**config.mk**
```make
export PLATFORM = sky130hd
export DESIGN_NAME = spectral_band_peak_colorizer
export DESIGN_NICKNAME = d
export VERILOG_FILES = /design/src/sbpc_pkg.sv /design/src/sbpc_serdiv.sv /design/src/sbpc_colour.sv /design/src/spectral_band_peak_colorizer.sv
export SDC_FILE = /design/constraint.sdc
export NUM_CORES = 2
export LEC_CHECK = 0
export BUFFER_PORTS_ARGS = -buffer_cell sky130_fd_sc_hd__buf_2
export CAP_MARGIN = 15
export CORE_ASPECT_RATIO = 1.4
export CORE_MARGIN = 8
export CORE_UTILIZATION = 45
export CTS_BUF_LIST = sky130_fd_sc_hd__clkbuf_16
export CTS_CLUSTER_SIZE = 8
export DETAILED_ROUTE_END_ITERATION = 6
export HOLD_SLACK_MARGIN = 0.06
export SLEW_MARGIN = 20
export SYNTH_ARGS = -nofsm -noshare
export SYNTH_HDL_FRONTEND = slang
export SYNTH_SLANG_ARGS = --single-unit
```
**constraint.sdc**
```tcl
create_clock -name clk -period 14.33 [get_ports clk]
set_input_delay 0 -clock clk [delete_from_list [all_inputs] [get_ports clk]]
set_output_delay 0 -clock clk [all_outputs]
set_load 0.005 [all_outputs]
```
**src/sbpc_pkg.sv**
```systemverilog
// shared types, constants and helpers of the spectral band peak colorizer
// used by the serial divider, the colour mapper and the top level
package sbpc_pkg;

    localparam int DIVIDEND_W = 34;
    localparam int DIVISOR_W  = 12;
    localparam int COUNT_W    = 6;

    // register select, taken from paddr[2]
    localparam logic REG_PEAK_FLOOR = 1'b0;
    localparam logic REG_RATIO      = 1'b1;

    // fixed hue of each band
    localparam logic [2:0] HUE_RED     = 3'd0;
    localparam logic [2:0] HUE_GREEN   = 3'd1;
    localparam logic [2:0] HUE_BLUE    = 3'd2;
    localparam logic [2:0] HUE_YELLOW  = 3'd3;
    localparam logic [2:0] HUE_MAGENTA = 3'd4;
    localparam logic [2:0] HUE_CYAN    = 3'd5;

    typedef enum logic [3:0] {
        ST_IDLE,
        ST_DUPD_GO,
        ST_DUPD_WAIT,
        ST_AVG_GO,
        ST_AVG_WAIT,
        ST_NORM_GO,
        ST_NORM_WAIT,
        ST_MUL,
        ST_DECIDE,
        ST_FINISH
    } sbpc_state_t;

    typedef struct packed {
        logic               start;
        logic [COUNT_W-1:0] count;
    } sbpc_div_ctrl_t;

    typedef struct packed {
        logic busy;
        logic done;
    } sbpc_div_status_t;

    typedef struct packed {
        logic [7:0] red;
        logic [7:0] green;
        logic [7:0] blue;
    } sbpc_rgb_t;

    // x / 9 for x below 2048, by reciprocal multiply
    function automatic logic [7:0] div9(input logic [10:0] x);
        logic [24:0] p;
        p = {14'b0, x} * 25'd7282;
        return p[23:16];
    endfunction

endpackage

```
**src/sbpc_serdiv.sv**
```systemverilog
// bit-serial restoring divider, one quotient bit per cycle
// depends on sbpc_pkg for widths and the control and status structs
module sbpc_serdiv
(
    input  logic                                clk,
    input  logic                                rst_n,
    input  sbpc_pkg::sbpc_div_ctrl_t            ctrl,
    input  logic [sbpc_pkg::DIVIDEND_W-1:0]     dividend,
    input  logic [sbpc_pkg::DIVISOR_W-1:0]      divisor,
    output sbpc_pkg::sbpc_div_status_t          status,
    output logic [sbpc_pkg::DIVIDEND_W-1:0]     quotient
);

    logic [sbpc_pkg::DIVISOR_W-1:0]  rem_reg, rem_next;
    logic [sbpc_pkg::DIVIDEND_W-1:0] quo_reg, quo_next;
    logic [sbpc_pkg::DIVISOR_W-1:0]  dsr_reg;
    logic [sbpc_pkg::COUNT_W-1:0]    cnt_reg, cnt_next;
    logic                            busy_reg, busy_next;
    logic                            done_reg, done_next;

    logic [sbpc_pkg::DIVISOR_W:0]    shifted;
    logic [sbpc_pkg::DIVISOR_W:0]    diff;
    logic                            fits;

    always_comb
    begin
        shifted = {rem_reg, quo_reg[sbpc_pkg::DIVIDEND_W-1]};
        diff    = shifted - {1'b0, dsr_reg};
        fits    = shifted >= {1'b0, dsr_reg};
    end

    always_comb
    begin
        rem_next  = rem_reg;
        quo_next  = quo_reg;
        cnt_next  = cnt_reg;
        busy_next = busy_reg;
        done_next = 1'b0;
        if (ctrl.start)
        begin
            rem_next  = '0;
            quo_next  = dividend;
            cnt_next  = ctrl.count;
            busy_next = 1'b1;
        end
        else if (busy_reg)
        begin
            rem_next = fits ? diff[sbpc_pkg::DIVISOR_W-1:0]
                            : shifted[sbpc_pkg::DIVISOR_W-1:0];
            quo_next = {quo_reg[sbpc_pkg::DIVIDEND_W-2:0], fits};
            cnt_next = cnt_reg - 1'b1;
            if (cnt_reg == sbpc_pkg::COUNT_W'(1))
            begin
                busy_next = 1'b0;
                done_next = 1'b1;
            end
        end
    end

    always_ff @(posedge clk or negedge rst_n)
    begin
        if (!rst_n)
        begin
            busy_reg <= 1'b0;
            done_reg <= 1'b0;
            cnt_reg  <= '0;
        end
        else
        begin
            busy_reg <= busy_next;
            done_reg <= done_next;
            cnt_reg  <= cnt_next;
        end
    end

    always_ff @(posedge clk)
    begin
        rem_reg <= rem_next;
        quo_reg <= quo_next;
        if (ctrl.start)
        begin
            dsr_reg <= divisor;
        end
    end

    assign status.busy = busy_reg;
    assign status.done = done_reg;
    assign quotient    = quo_reg;

    a_no_restart: assert property (@(posedge clk) disable iff (!rst_n)
        ctrl.start |-> !busy_reg)
        else $error("divider started while busy");

    a_done_ends_busy: assert property (@(posedge clk) disable iff (!rst_n)
        done_reg |-> !busy_reg && !$past(done_reg))
        else $error("divider done while still running");

    a_zero_count_never: assert property (@(posedge clk) disable iff (!rst_n)
        ctrl.start |-> ctrl.count != '0)
        else $error("divider started with no steps");

endmodule

```
**src/sbpc_colour.sv**
```systemverilog
// maps a band energy to an rgb colour with a fixed hue for bands 0 to 5, grey for the others
// depends on sbpc_pkg for the hue codes, the rgb struct and div9
module sbpc_colour
(
    input  logic [2:0]          band,
    input  logic [7:0]          energy,
    output sbpc_pkg::sbpc_rgb_t rgb
);

    logic [7:0] common;
    logic [8:0] three_common;
    logic [8:0] rest_wide;
    logic [7:0] rest;
    logic [7:0] half;
    logic [7:0] other;
    logic [7:0] rf, gf, bf;

    always_comb
    begin
        common       = sbpc_pkg::div9({2'b0, energy, 1'b0});
        three_common = {1'b0, common} + {common, 1'b0};
        rest_wide    = {1'b0, energy} - three_common;
        rest         = rest_wide[7:0];
        half         = {1'b0, rest[7:1]};
        other        = rest - half;
        rf = '0;
        gf = '0;
        bf = '0;
        case (band)
            sbpc_pkg::HUE_RED:     rf = rest;
            sbpc_pkg::HUE_GREEN:   gf = rest;
            sbpc_pkg::HUE_BLUE:    bf = rest;
            sbpc_pkg::HUE_YELLOW:
            begin
                rf = half;
                gf = other;
            end
            sbpc_pkg::HUE_MAGENTA:
            begin
                rf = half;
                bf = other;
            end
            sbpc_pkg::HUE_CYAN:
            begin
                gf = half;
                bf = other;
            end
            default: ;
        endcase
        rgb.red   = rf + common;
        rgb.green = gf + common;
        rgb.blue  = bf + common;
    end

endmodule

```
**src/spectral_band_peak_colorizer.sv**
```systemverilog
// spectral band peak colorizer: one colour word out for each band word in
// the shared bit-serial divider runs 18, 34 and 28 steps for the divisor, average and
// normalisation divisions; one word is worked on at a time, and the output register
// holds a finished word while the next word is taken in and worked on
// reset: asynchronous, clears divisor and all band state, loads register defaults
module spectral_band_peak_colorizer
#(
    parameter int BAND_COUNT = 8
)
(
    input  logic        clk,
    input  logic        rst_n,
    input  logic        s_axis_tvalid,
    output logic        s_axis_tready,
    input  logic [23:0] s_axis_tdata,   // band_index[2:0], band_value[18:3], zero fill
    input  logic        s_axis_tuser,   // frame_start
    output logic        m_axis_tvalid,
    input  logic        m_axis_tready,
    output logic [31:0] m_axis_tdata,   // out_band[2:0], red[10:3], green[18:11],
                                        // blue[26:19], zero fill
    input  logic        psel,
    input  logic        penable,
    input  logic        pwrite,
    input  logic [2:0]  paddr,
    input  logic [31:0] pwdata,
    output logic [31:0] prdata,
    output logic        pready
);

    localparam int IDX_W = (BAND_COUNT > 1) ? $clog2(BAND_COUNT) : 1;

    sbpc_pkg::sbpc_state_t state_reg, state_next;

    logic [15:0] floor_reg;
    logic [7:0]  ratio_reg;
    logic [11:0] divisor_reg;

    logic [27:0] avg_mem_reg    [BAND_COUNT];
    logic [15:0] peak_mem_reg   [BAND_COUNT];
    logic [7:0]  energy_mem_reg [BAND_COUNT];

    logic [2:0]  band_reg;
    logic [15:0] value_reg;
    logic        start_reg;
    logic [27:0] avg_work_reg;
    logic [15:0] peak_dec_reg;
    logic [7:0]  energy_dec_reg;
    logic [27:0] norm_reg;
    logic [35:0] prod_reg;
    sbpc_pkg::sbpc_rgb_t colour_reg;

    logic                out_valid_reg;
    logic [2:0]          out_band_reg;
    sbpc_pkg::sbpc_rgb_t out_rgb_reg;

    sbpc_pkg::sbpc_div_ctrl_t                div_ctrl;
    sbpc_pkg::sbpc_div_status_t              div_status;
    logic [sbpc_pkg::DIVIDEND_W-1:0]         div_dividend;
    logic [sbpc_pkg::DIVISOR_W-1:0]          div_divisor;
    logic [sbpc_pkg::DIVIDEND_W-1:0]         div_quotient;

    logic              in_accept;
    logic              cfg_write;
    logic              band_ok;
    logic [IDX_W-1:0]  idx;
    logic              out_free;
    logic              fire;
    logic [7:0]        energy_final;
    logic [17:0]       divisor_x49;
    logic [33:0]       avg_x49;
    logic [33:0]       avg_sum;
    logic [15:0]       peak_cur;
    sbpc_pkg::sbpc_rgb_t rgb_calc;

    assign in_accept = s_axis_tvalid && s_axis_tready;
    assign cfg_write = psel && penable && pwrite;
    assign pready    = 1'b1;
    assign band_ok   = {1'b0, band_reg} < 4'(BAND_COUNT);
    assign idx       = band_reg[IDX_W-1:0];
    assign out_free  = !out_valid_reg || m_axis_tready;

    assign divisor_x49 = {6'b0, divisor_reg} * 18'd49;
    assign avg_x49     = {6'b0, avg_mem_reg[idx]} * 34'd49;
    assign avg_sum     = div_quotient + ({18'b0, value_reg} * 34'd50);
    assign peak_cur    = peak_mem_reg[idx];

    // peak test; floor(p/16) < v is the same as p < 16v
    assign fire = (value_reg > peak_dec_reg) && (value_reg >= floor_reg)
               && (prod_reg < {16'b0, value_reg, 4'b0});
    assign energy_final = fire ? 8'd255 : energy_dec_reg;

    sbpc_serdiv u_div
    (
        .clk      (clk),
        .rst_n    (rst_n),
        .ctrl     (div_ctrl),
        .dividend (div_dividend),
        .divisor  (div_divisor),
        .status   (div_status),
        .quotient (div_quotient)
    );

    sbpc_colour u_colour
    (
        .band   (band_reg),
        .energy (energy_final),
        .rgb    (rgb_calc)
    );

    // next state
    always_comb
    begin
        state_next = state_reg;
        unique case (state_reg)
            sbpc_pkg::ST_IDLE:
                if (in_accept)
                begin
                    state_next = s_axis_tuser ? sbpc_pkg::ST_DUPD_GO : sbpc_pkg::ST_AVG_GO;
                end
            sbpc_pkg::ST_DUPD_GO:   state_next = sbpc_pkg::ST_DUPD_WAIT;
            sbpc_pkg::ST_DUPD_WAIT:
                if (div_status.done)
                begin
                    state_next = sbpc_pkg::ST_AVG_GO;
                end
            sbpc_pkg::ST_AVG_GO:
                state_next = band_ok ? sbpc_pkg::ST_AVG_WAIT : sbpc_pkg::ST_FINISH;
            sbpc_pkg::ST_AVG_WAIT:
                if (div_status.done)
                begin
                    state_next = sbpc_pkg::ST_NORM_GO;
                end
            sbpc_pkg::ST_NORM_GO:
                state_next = (divisor_reg == '0) ? sbpc_pkg::ST_MUL
                                                 : sbpc_pkg::ST_NORM_WAIT;
            sbpc_pkg::ST_NORM_WAIT:
                if (div_status.done)
                begin
                    state_next = sbpc_pkg::ST_MUL;
                end
            sbpc_pkg::ST_MUL:       state_next = sbpc_pkg::ST_DECIDE;
            sbpc_pkg::ST_DECIDE:    state_next = sbpc_pkg::ST_FINISH;
            sbpc_pkg::ST_FINISH:
                if (out_free)
                begin
                    state_next = sbpc_pkg::ST_IDLE;
                end
            default:                state_next = sbpc_pkg::ST_IDLE;
        endcase
    end

    // state outputs: input handshake and divider requests
    always_comb
    begin
        s_axis_tready  = 1'b0;
        div_ctrl.start = 1'b0;
        div_ctrl.count = '0;
        div_dividend   = '0;
        div_divisor    = 12'd50;
        unique case (state_reg)
            sbpc_pkg::ST_IDLE:
                s_axis_tready = 1'b1;
            sbpc_pkg::ST_DUPD_GO:
            begin
                div_ctrl.start = 1'b1;
                div_ctrl.count = sbpc_pkg::COUNT_W'(18);
                div_dividend   = {divisor_x49, 16'b0};
            end
            sbpc_pkg::ST_AVG_GO:
            begin
                div_ctrl.start = band_ok;
                div_ctrl.count = sbpc_pkg::COUNT_W'(34);
                div_dividend   = avg_x49;
            end
            sbpc_pkg::ST_NORM_GO:
            begin
                div_ctrl.start = divisor_reg != '0;
                div_ctrl.count = sbpc_pkg::COUNT_W'(28);
                div_dividend   = {avg_work_reg, 6'b0};
                div_divisor    = divisor_reg;
            end
            default: ;
        endcase
    end

    always_ff @(posedge clk or negedge rst_n)
    begin
        if (!rst_n)
        begin
            state_reg     <= sbpc_pkg::ST_IDLE;
            floor_reg     <= 16'd2;
            ratio_reg     <= 8'd18;
            divisor_reg   <= '0;
            out_valid_reg <= 1'b0;
            for (int i = 0; i < BAND_COUNT; i++)
            begin
                avg_mem_reg[i]    <= '0;
                peak_mem_reg[i]   <= '0;
                energy_mem_reg[i] <= '0;
            end
        end
        else
        begin
            state_reg <= state_next;
            if (cfg_write)
            begin
                if (paddr[2] == sbpc_pkg::REG_PEAK_FLOOR)
                begin
                    floor_reg <= pwdata[15:0];
                end
                else
                begin
                    ratio_reg <= pwdata[7:0];
                end
            end
            if (state_reg == sbpc_pkg::ST_DUPD_WAIT && div_status.done)
            begin
                divisor_reg <= div_quotient[11:0] + 12'd50;
            end
            if (state_reg == sbpc_pkg::ST_DECIDE)
            begin
                avg_mem_reg[idx]    <= avg_work_reg;
                peak_mem_reg[idx]   <= fire ? value_reg : peak_dec_reg;
                energy_mem_reg[idx] <= energy_final;
            end
            if (state_reg == sbpc_pkg::ST_FINISH && out_free)
            begin
                out_valid_reg <= 1'b1;
            end
            else if (m_axis_tready)
            begin
                out_valid_reg <= 1'b0;
            end
        end
    end

    // working registers of the word in flight
    always_ff @(posedge clk)
    begin
        if (in_accept)
        begin
            band_reg  <= s_axis_tdata[2:0];
            value_reg <= s_axis_tdata[18:3];
            start_reg <= s_axis_tuser;
        end
        if (state_reg == sbpc_pkg::ST_AVG_GO)
        begin
            peak_dec_reg   <= (peak_cur == '0) ? '0 : peak_cur - 16'd1;
            energy_dec_reg <= sbpc_pkg::div9({energy_mem_reg[idx], 3'b0});
            colour_reg     <= '0;
        end
        if (state_reg == sbpc_pkg::ST_AVG_WAIT && div_status.done)
        begin
            avg_work_reg <= avg_sum[27:0];
        end
        if (state_reg == sbpc_pkg::ST_NORM_GO)
        begin
            norm_reg <= '0;
        end
        if (state_reg == sbpc_pkg::ST_NORM_WAIT && div_status.done)
        begin
            norm_reg <= div_quotient[27:0];
        end
        if (state_reg == sbpc_pkg::ST_MUL)
        begin
            prod_reg <= {8'b0, norm_reg} * {28'b0, ratio_reg};
        end
        if (state_reg == sbpc_pkg::ST_DECIDE)
        begin
            colour_reg <= rgb_calc;
        end
        if (state_reg == sbpc_pkg::ST_FINISH && out_free)
        begin
            out_band_reg <= band_reg;
            out_rgb_reg  <= colour_reg;
        end
    end

    always_comb
    begin
        prdata = '0;
        if (paddr[2] == sbpc_pkg::REG_RATIO)
        begin
            prdata[7:0] = ratio_reg;
        end
        else
        begin
            prdata[15:0] = floor_reg;
        end
    end

    assign m_axis_tvalid = out_valid_reg;
    assign m_axis_tdata  = {5'b0, out_rgb_reg.blue, out_rgb_reg.green,
                            out_rgb_reg.red, out_band_reg};

    a_accept_divider_idle: assert property (@(posedge clk) disable iff (!rst_n)
        in_accept |-> !div_status.busy)
        else $error("word accepted while the divider is running");

    a_done_in_wait: assert property (@(posedge clk) disable iff (!rst_n)
        div_status.done |-> (state_reg == sbpc_pkg::ST_DUPD_WAIT
                          || state_reg == sbpc_pkg::ST_AVG_WAIT
                          || state_reg == sbpc_pkg::ST_NORM_WAIT))
        else $error("divider result arrived outside a wait state");

    a_divisor_nonzero: assert property (@(posedge clk) disable iff (!rst_n)
        (state_reg == sbpc_pkg::ST_DUPD_WAIT && div_status.done) |=> divisor_reg != '0)
        else $error("divisor zero after a frame start update");

    a_frame_path: assert property (@(posedge clk) disable iff (!rst_n)
        (state_reg == sbpc_pkg::ST_DUPD_GO) |-> start_reg)
        else $error("divisor update without a frame start");

    a_finish_loads: assert property (@(posedge clk) disable iff (!rst_n)
        (state_reg == sbpc_pkg::ST_FINISH && out_free) |=> m_axis_tvalid)
        else $error("finished word not presented");

endmodule
```
== Word level (Yosys, flattened, before mapping) ==
Index checks and enable logic that the tools add are counted.
Word-level totals
  logic and storage cells: 173
  flip-flop bits (word level): 709
  bits of input ports: 67
Operators by class
  eq/ne operators: 20
  $add $sub $neg: 11
  multiply operators: 6
  bitwise operators: 2
  reduce and logical (&&, ||, !) cells: 26
  $lt $le $gt $ge: 6
  mux-type cells: 53
Operator list (number)
  224-bit bitwise mux: 1
  28-bit two-way mux: 5
  128-bit bitwise mux: 1
  34-bit case mux with 3 select lines: 1
  28-bit binary-select mux with 3-bit select: 1
  28-bit demux with 3-bit select: 1
  34-bit two-way mux: 2
  64-bit bitwise mux: 1
  16-bit two-way mux: 4
  16-bit binary-select mux with 3-bit select: 1
  16-bit demux with 3-bit select: 1
  24-bit two-way mux: 2
  8-bit two-way mux: 6
  8-bit by 12-bit multiplier with 20-bit output (second input constant): 2
  4-bit case mux with 10 select lines: 1
  36-bit by 20-bit less-than comparator with 1-bit output: 1
  28-bit by 8-bit multiplier with 36-bit output: 1
  28-bit by 6-bit multiplier with 34-bit output (second input constant): 1
  8-bit case mux with 2 select lines: 2
  28-bit by 22-bit adder with 28-bit output: 1
  8-bit by 6-bit adder with 8-bit output: 3
  8-bit binary-select mux with 3-bit select: 1
  8-bit demux with 3-bit select: 1
  8-bit case mux with 3 select lines: 1
  44 further kinds: 82

== Logic depth before layout (Yosys ltp) ==
  depth in word-level cells: 11
  mapped depth: 55
  gate-level depth less buffers: 51

== Modules after synthesis ==
From an unflattened synthesis, not the netlist that was laid out.
Second synthesis, totals
  cells, all modules: 4605
  area total of the unflattened synthesis: 49025.8 um^2
By module, submodules not included
  spectral_band_peak_colorizer: cells each 3893, area each 42114.1 um^2, sequential area each 16905.0 um^2, instances 1
  sbpc_colour: cells each 442, area each 3547.2 um^2, sequential area each 0.0 um^2, instances 1
  sbpc_serdiv: cells each 270, area each 3364.5 um^2, sequential area each 1821.7 um^2, instances 1

== Least setup slack after synthesis ==
No wires, ideal clock.
  path kind: register -> register
  start point: reg value_reg[5]
  end point: reg colour_reg[15] in the netlist's numbering, data pin
  cell stages (with the launch flop): 51
  period minus slack after synthesis: 11.208 ns
  arrival: 10.951 ns
  path buffers: 3
  setup slack: 3.122 ns
  setup time: 0.257 ns
  cell sequence: edfxtp_1 > ha_1 > a21oi_2 > o21ai_1 > a22o_1 > o41a_1 > and2_4 > buf_6 > clkbuf_1 > buf_1 > nor2_1 > inv_1 > ha_1 > inv_1 > ha_1 > o21bai_1 > fa_1 > inv_1 > (+15 left out) > o22ai_4 > a2bb2oi_1 > nor2b_1 > xnor2_1 > inv_1 > ha_1 > inv_1 > o21bai_1 > xor2_1 > a21oi_1 > a221oi_1 > ha_1 > a21oi_1 > nand2b_1 > mux2i_1 > mux2i_1 > a21oi_1 > nor2_1
Between the ends
  word-level cells in the longest chain between the ends: 11
  elaborated cells between the ends (all ways): 13
RTL lines
  start, declared: line spectral_band_peak_colorizer.sv:43  | logic [15:0] value_reg;
  start signal, assigned: line spectral_band_peak_colorizer.sv:243  | value_reg <= s_axis_tdata[18:3];
  parallel branches: the longest is 2 deep, another holds 36-bit by 20-bit less-than comparator with 1-bit output
  1-bit logical AND (*): line spectral_band_peak_colorizer.sv:89  | && (prod_reg < {16'b0, value_reg, 4'b0});
  8-bit two-way mux (*): line spectral_band_peak_colorizer.sv:90  | assign energy_final = fire ? 8'd255 : energy_dec_reg;
  named net energy_final[7]: line spectral_band_peak_colorizer.sv:68  | logic [7:0] energy_final;
  8-bit by 12-bit multiplier with 20-bit output: line sbpc_pkg.sv:53  | p = {14'b0, x} * 25'd7282;
  6-bit by 7-bit adder with 8-bit output: line sbpc_colour.sv:21  | three_common = {1'b0, common} + {common, 1'b0};
  8-bit subtractor: line sbpc_colour.sv:22  | rest_wide = {1'b0, energy} - three_common;
  8-bit by 7-bit subtractor with 8-bit output: line sbpc_colour.sv:25  | other = rest - half;
  8-bit case mux with 3 select lines: line sbpc_colour.sv:29  | case (band)
  8-bit by 6-bit adder with 8-bit output (*): line sbpc_colour.sv:51  | rgb.green = gf + common;
  24-bit two-way mux (*): line spectral_band_peak_colorizer.sv:268  | if (state_reg == sbpc_pkg::ST_DECIDE)
  end signal, assigned: line spectral_band_peak_colorizer.sv:270  | colour_reg <= rgb_calc;
  end, declared: line spectral_band_peak_colorizer.sv:50  | sbpc_pkg::sbpc_rgb_t colour_reg;
Mark *: on every way through the listed nets, which the timed path passes.
A chain may end at the register's enable or synchronous reset.

== Final worst setup path ==
  start point: reg value_reg[0]
  end point: reg colour_reg[15] in the netlist's numbering, data pin
Same word-level chain as after synthesis.

==> flow_summary_export.csv <==
group,metric,value,unit
drt,drt_iter0_drc,1702,
floorplan,fp.dieH,406,um
clock_network,htreeDepth,3,
clock_network,clk_latency,0.70,ns
sta,slew_viol_final,0,
sta,setup_viol,0,
setup_path,rr_endpoint,"colour_reg[15]",
clock_network,cts_tree,"yes",
worst_hold_path,hold_depth,2,
global_route,grt_pass1_vias,34979,
clock_network,clk_pin_slew_worst_paths,0.05,ns
cells_and_area,num_antenna_cells,0,
setup_path,reg2reg_depth,50,
placement,finalWeightedCongestion,0.900,
worst_hold_path,holdPathEnd,"value_reg[15]",
synth,synthCells,4550,
setup_path,worstPathRequired,14.72,ns
setup_path,end_kind,"register",
floorplan,die_w,295,um
cells_and_area,finalNetCount,5419,
synth,postSynthAreaPerCell,10.7,um2
sta,hold_violations,0,
sta,worst_slew_pin_slew,1.03,ns
synth,synth_edf_count,228,
status,status,"completed",
cells_and_area,syn2layout_area_growth,11.1,%
setup_path,r2r_start,"value_reg[0]",
synth,synthArstFlopShare,66.0,%
drt,drt_wl_total,120000,um
synth,ys_types,90,
drt,vias,33253,
setup_path,crit_type,"register to register",
sta,grt_setup_unrepaired,"false",
setup_path,max_stage_delay,0.59,ns
run,max_cap_viol_count,0,
setup_path,cp-start-kind,"register",
drt,drtAntennaViolNets,0,
cells_and_area,regArea,18700,um2
clock_network,cts_buffers,98,
drt,via_per_inst,5.39,
synth,synth_ff_type,"dfrtp_1",
setup_path,crit_path_frequent_cell,"ha_1",
setup_path,path_max_fanout,44,
global_route,antenna_found_initial,4,
floorplan,initial_core_util,45.2,%
setup_path,slowest_stage,"nor2_1",
sta,layout_min_cycle_time,12.31,ns
floorplan,rows,143,
setup_path,r2r_slack,2.02,ns
placement,dp_hpwl,86000,um
cells_and_area,final_common_cell,"inv_1",
drt,wl_per_cell,19.4,um
synth,yosys_register_bits,705,
sta,slew_headroom,30.9,%
cells_and_area,final_layout_size_suffix_gt1_share,13.9,%
synth,synth.yosys.seq_area_share,38.3,%
sta,period_share,85.9,%
global_route,gr-usage-all-layers,20.3,%
drt,drc_errors,0,
sta,max_freq,81.2,MHz
synth,netlist_area,48900,um2
global_route,grt_pass1_wl,192000,um
floorplan,ioPinCount,134,
synth,yosysWarnings,0,
floorplan,dieArea,120000,um2
placement,io_buffers,88,
setup_path,worstPathArrival,12.70,ns
drt,drt_first_pass_iters,5,
worst_hold_path,min_path_type,"primary input to register",
worst_hold_path,min_from,"s_axis_tdata[18]",
sta,fin_setup_tns,0,ns
cells_and_area,multiInputGateArea,27300,um2
clock_network,clock-sinks,705,
sta,skew,0.0383,ns
global_route,grt_overflow,0,
clock_network,cts_max_path_buffers,3,
global_route,grt_max_degree,181,
cells_and_area,mostFrequentLayoutCells,"inv_1 (611), dfrtp_1 (462), ha_1 (443)",
clock_network,ctsRootBufferMaster,"clkbuf_16",
floorplan,core,108000,um2
cells_and_area,fillers,9834,
cells_and_area,largest_reg_flops,224,
-- cell families after synthesis --
group / share of synthesized area [%]
AOI/OAI and AO/OA: 9.30
xor gates and xnor gates: 3.13
adders and majority gates: 21.2
buffers and inverters: 6.17
DFF: 38.3
muxes: 12.1
other: 0.0154
and+or+nand+nor: 9.83
-- critical path, delay by kind of cell (launching register included) --
family                   cells  cell delay [ns]
adder cells (fa/ha/maj)     11             3.74
AO/OA/AOI/OAI               12             3.14
AND/OR/NAND/NOR             13             2.64
buffers and inverters        8             0.91
XOR/XNOR                     4             0.76
flip-flops                   1             0.52
multiplexers                 2             0.29
-- worst max-delay path by stage --
stage / depth (start not counted) / slack [ns] / start / to
4_1_cts: 47 / 1.81 / value_reg[0] / colour_reg[15]
5_1_grt: 52 / 1.05 / value_reg[0] / colour_reg[15]
3_3_place_gp: 50 / 1.94 / value_reg[0] / colour_reg[15]
6_report: 50 / 2.02 / value_reg[0] / colour_reg[15]
3_5_place_dp: 47 / 1.89 / value_reg[0] / colour_reg[15]
2_1_floorplan: 50 / 3.12 / value_reg[5] / colour_reg[15]
-- Yosys cell counts, drive strengths merged, types with 8 or more instances --
cell type  count  area share, %
inv          571            4.4
dfrtp        462             24
ha           443             11
nand2        398            3.1
o21ai        275            2.8
mux2         260            6.0
nor2         251            1.9
fa           239            9.8
edfxtp       228             14
a21oi        225            2.3
clkbuf       135            1.0
and2         134            1.7
xnor2        112            2.0
mux4         104            4.8
buf           66           0.74
mux2i         62            1.3
nor3          60           0.61
xor2          57            1.0
a21o          54           0.83
nand3         42           0.43
and3          36           0.46
nor2b         28           0.36
nand2b        25           0.32
o21a          24           0.37
a211oi        20           0.39
nand4         20           0.26
o21bai        20           0.31
a31oi         15           0.19
a21boi        14           0.22
or3           13           0.17
dfxtp         12           0.49
a222oi        11           0.23
nor4          10           0.14
a221oi         9           0.16
a22o           8           0.14
nand3b         8           0.12
o22ai          8           0.13
or2            8           0.10
-- routing by layer --
layer / vias to the layer above / wire, um / GRT usage, %
li1: 15756 / - / -
met1: 16640 / 50700 / 25.2
met2: 623 / 59900 / 35.6
met3: 232 / 4260 / 2.33
met4: 2 / 5110 / 8.85
met5: - / 13 / 0
-- what timing repair did --
action / 4_1_cts / 5_1_grt
setup buffers: 0 / 0
hold buffers: 63 / 0
hold endpoints to repair: 153 / 0
resized for setup: 0 / 0
-- layout make-up --
class / instances / area share [%]
flip-flops and latches: 705 / 34.5
inverters: 572 / 3.95
clock inverters: 49 / 0.507
repair buffers: 201 / 2.80
multi-input cells: 3092 / 50.3
well taps: 1450 / 3.34
clock buffers: 100 / 4.61
-- metrics by stage --
stage          setup slack, ns  util (%)  hold WS (ns)  instance area, um2  std cells
6_report                  2.02      50.3         0.107               54300       6169
5_1_grt                   1.05      50.3        0.0874               54300       6169
4_1_cts                   1.81      50.2        0.0604               54300       6168
3_5_place_dp              1.89      47.1        0.0571               50900       5956
3_3_place_gp              1.94      47.1        0.0586               50900       5956
2_1_floorplan             3.12         -        -0.296               49000       4570
Power is left out: the tool's default activity adds up to more than one toggle a clock period on the data nets, which glitch-free logic cannot reach.
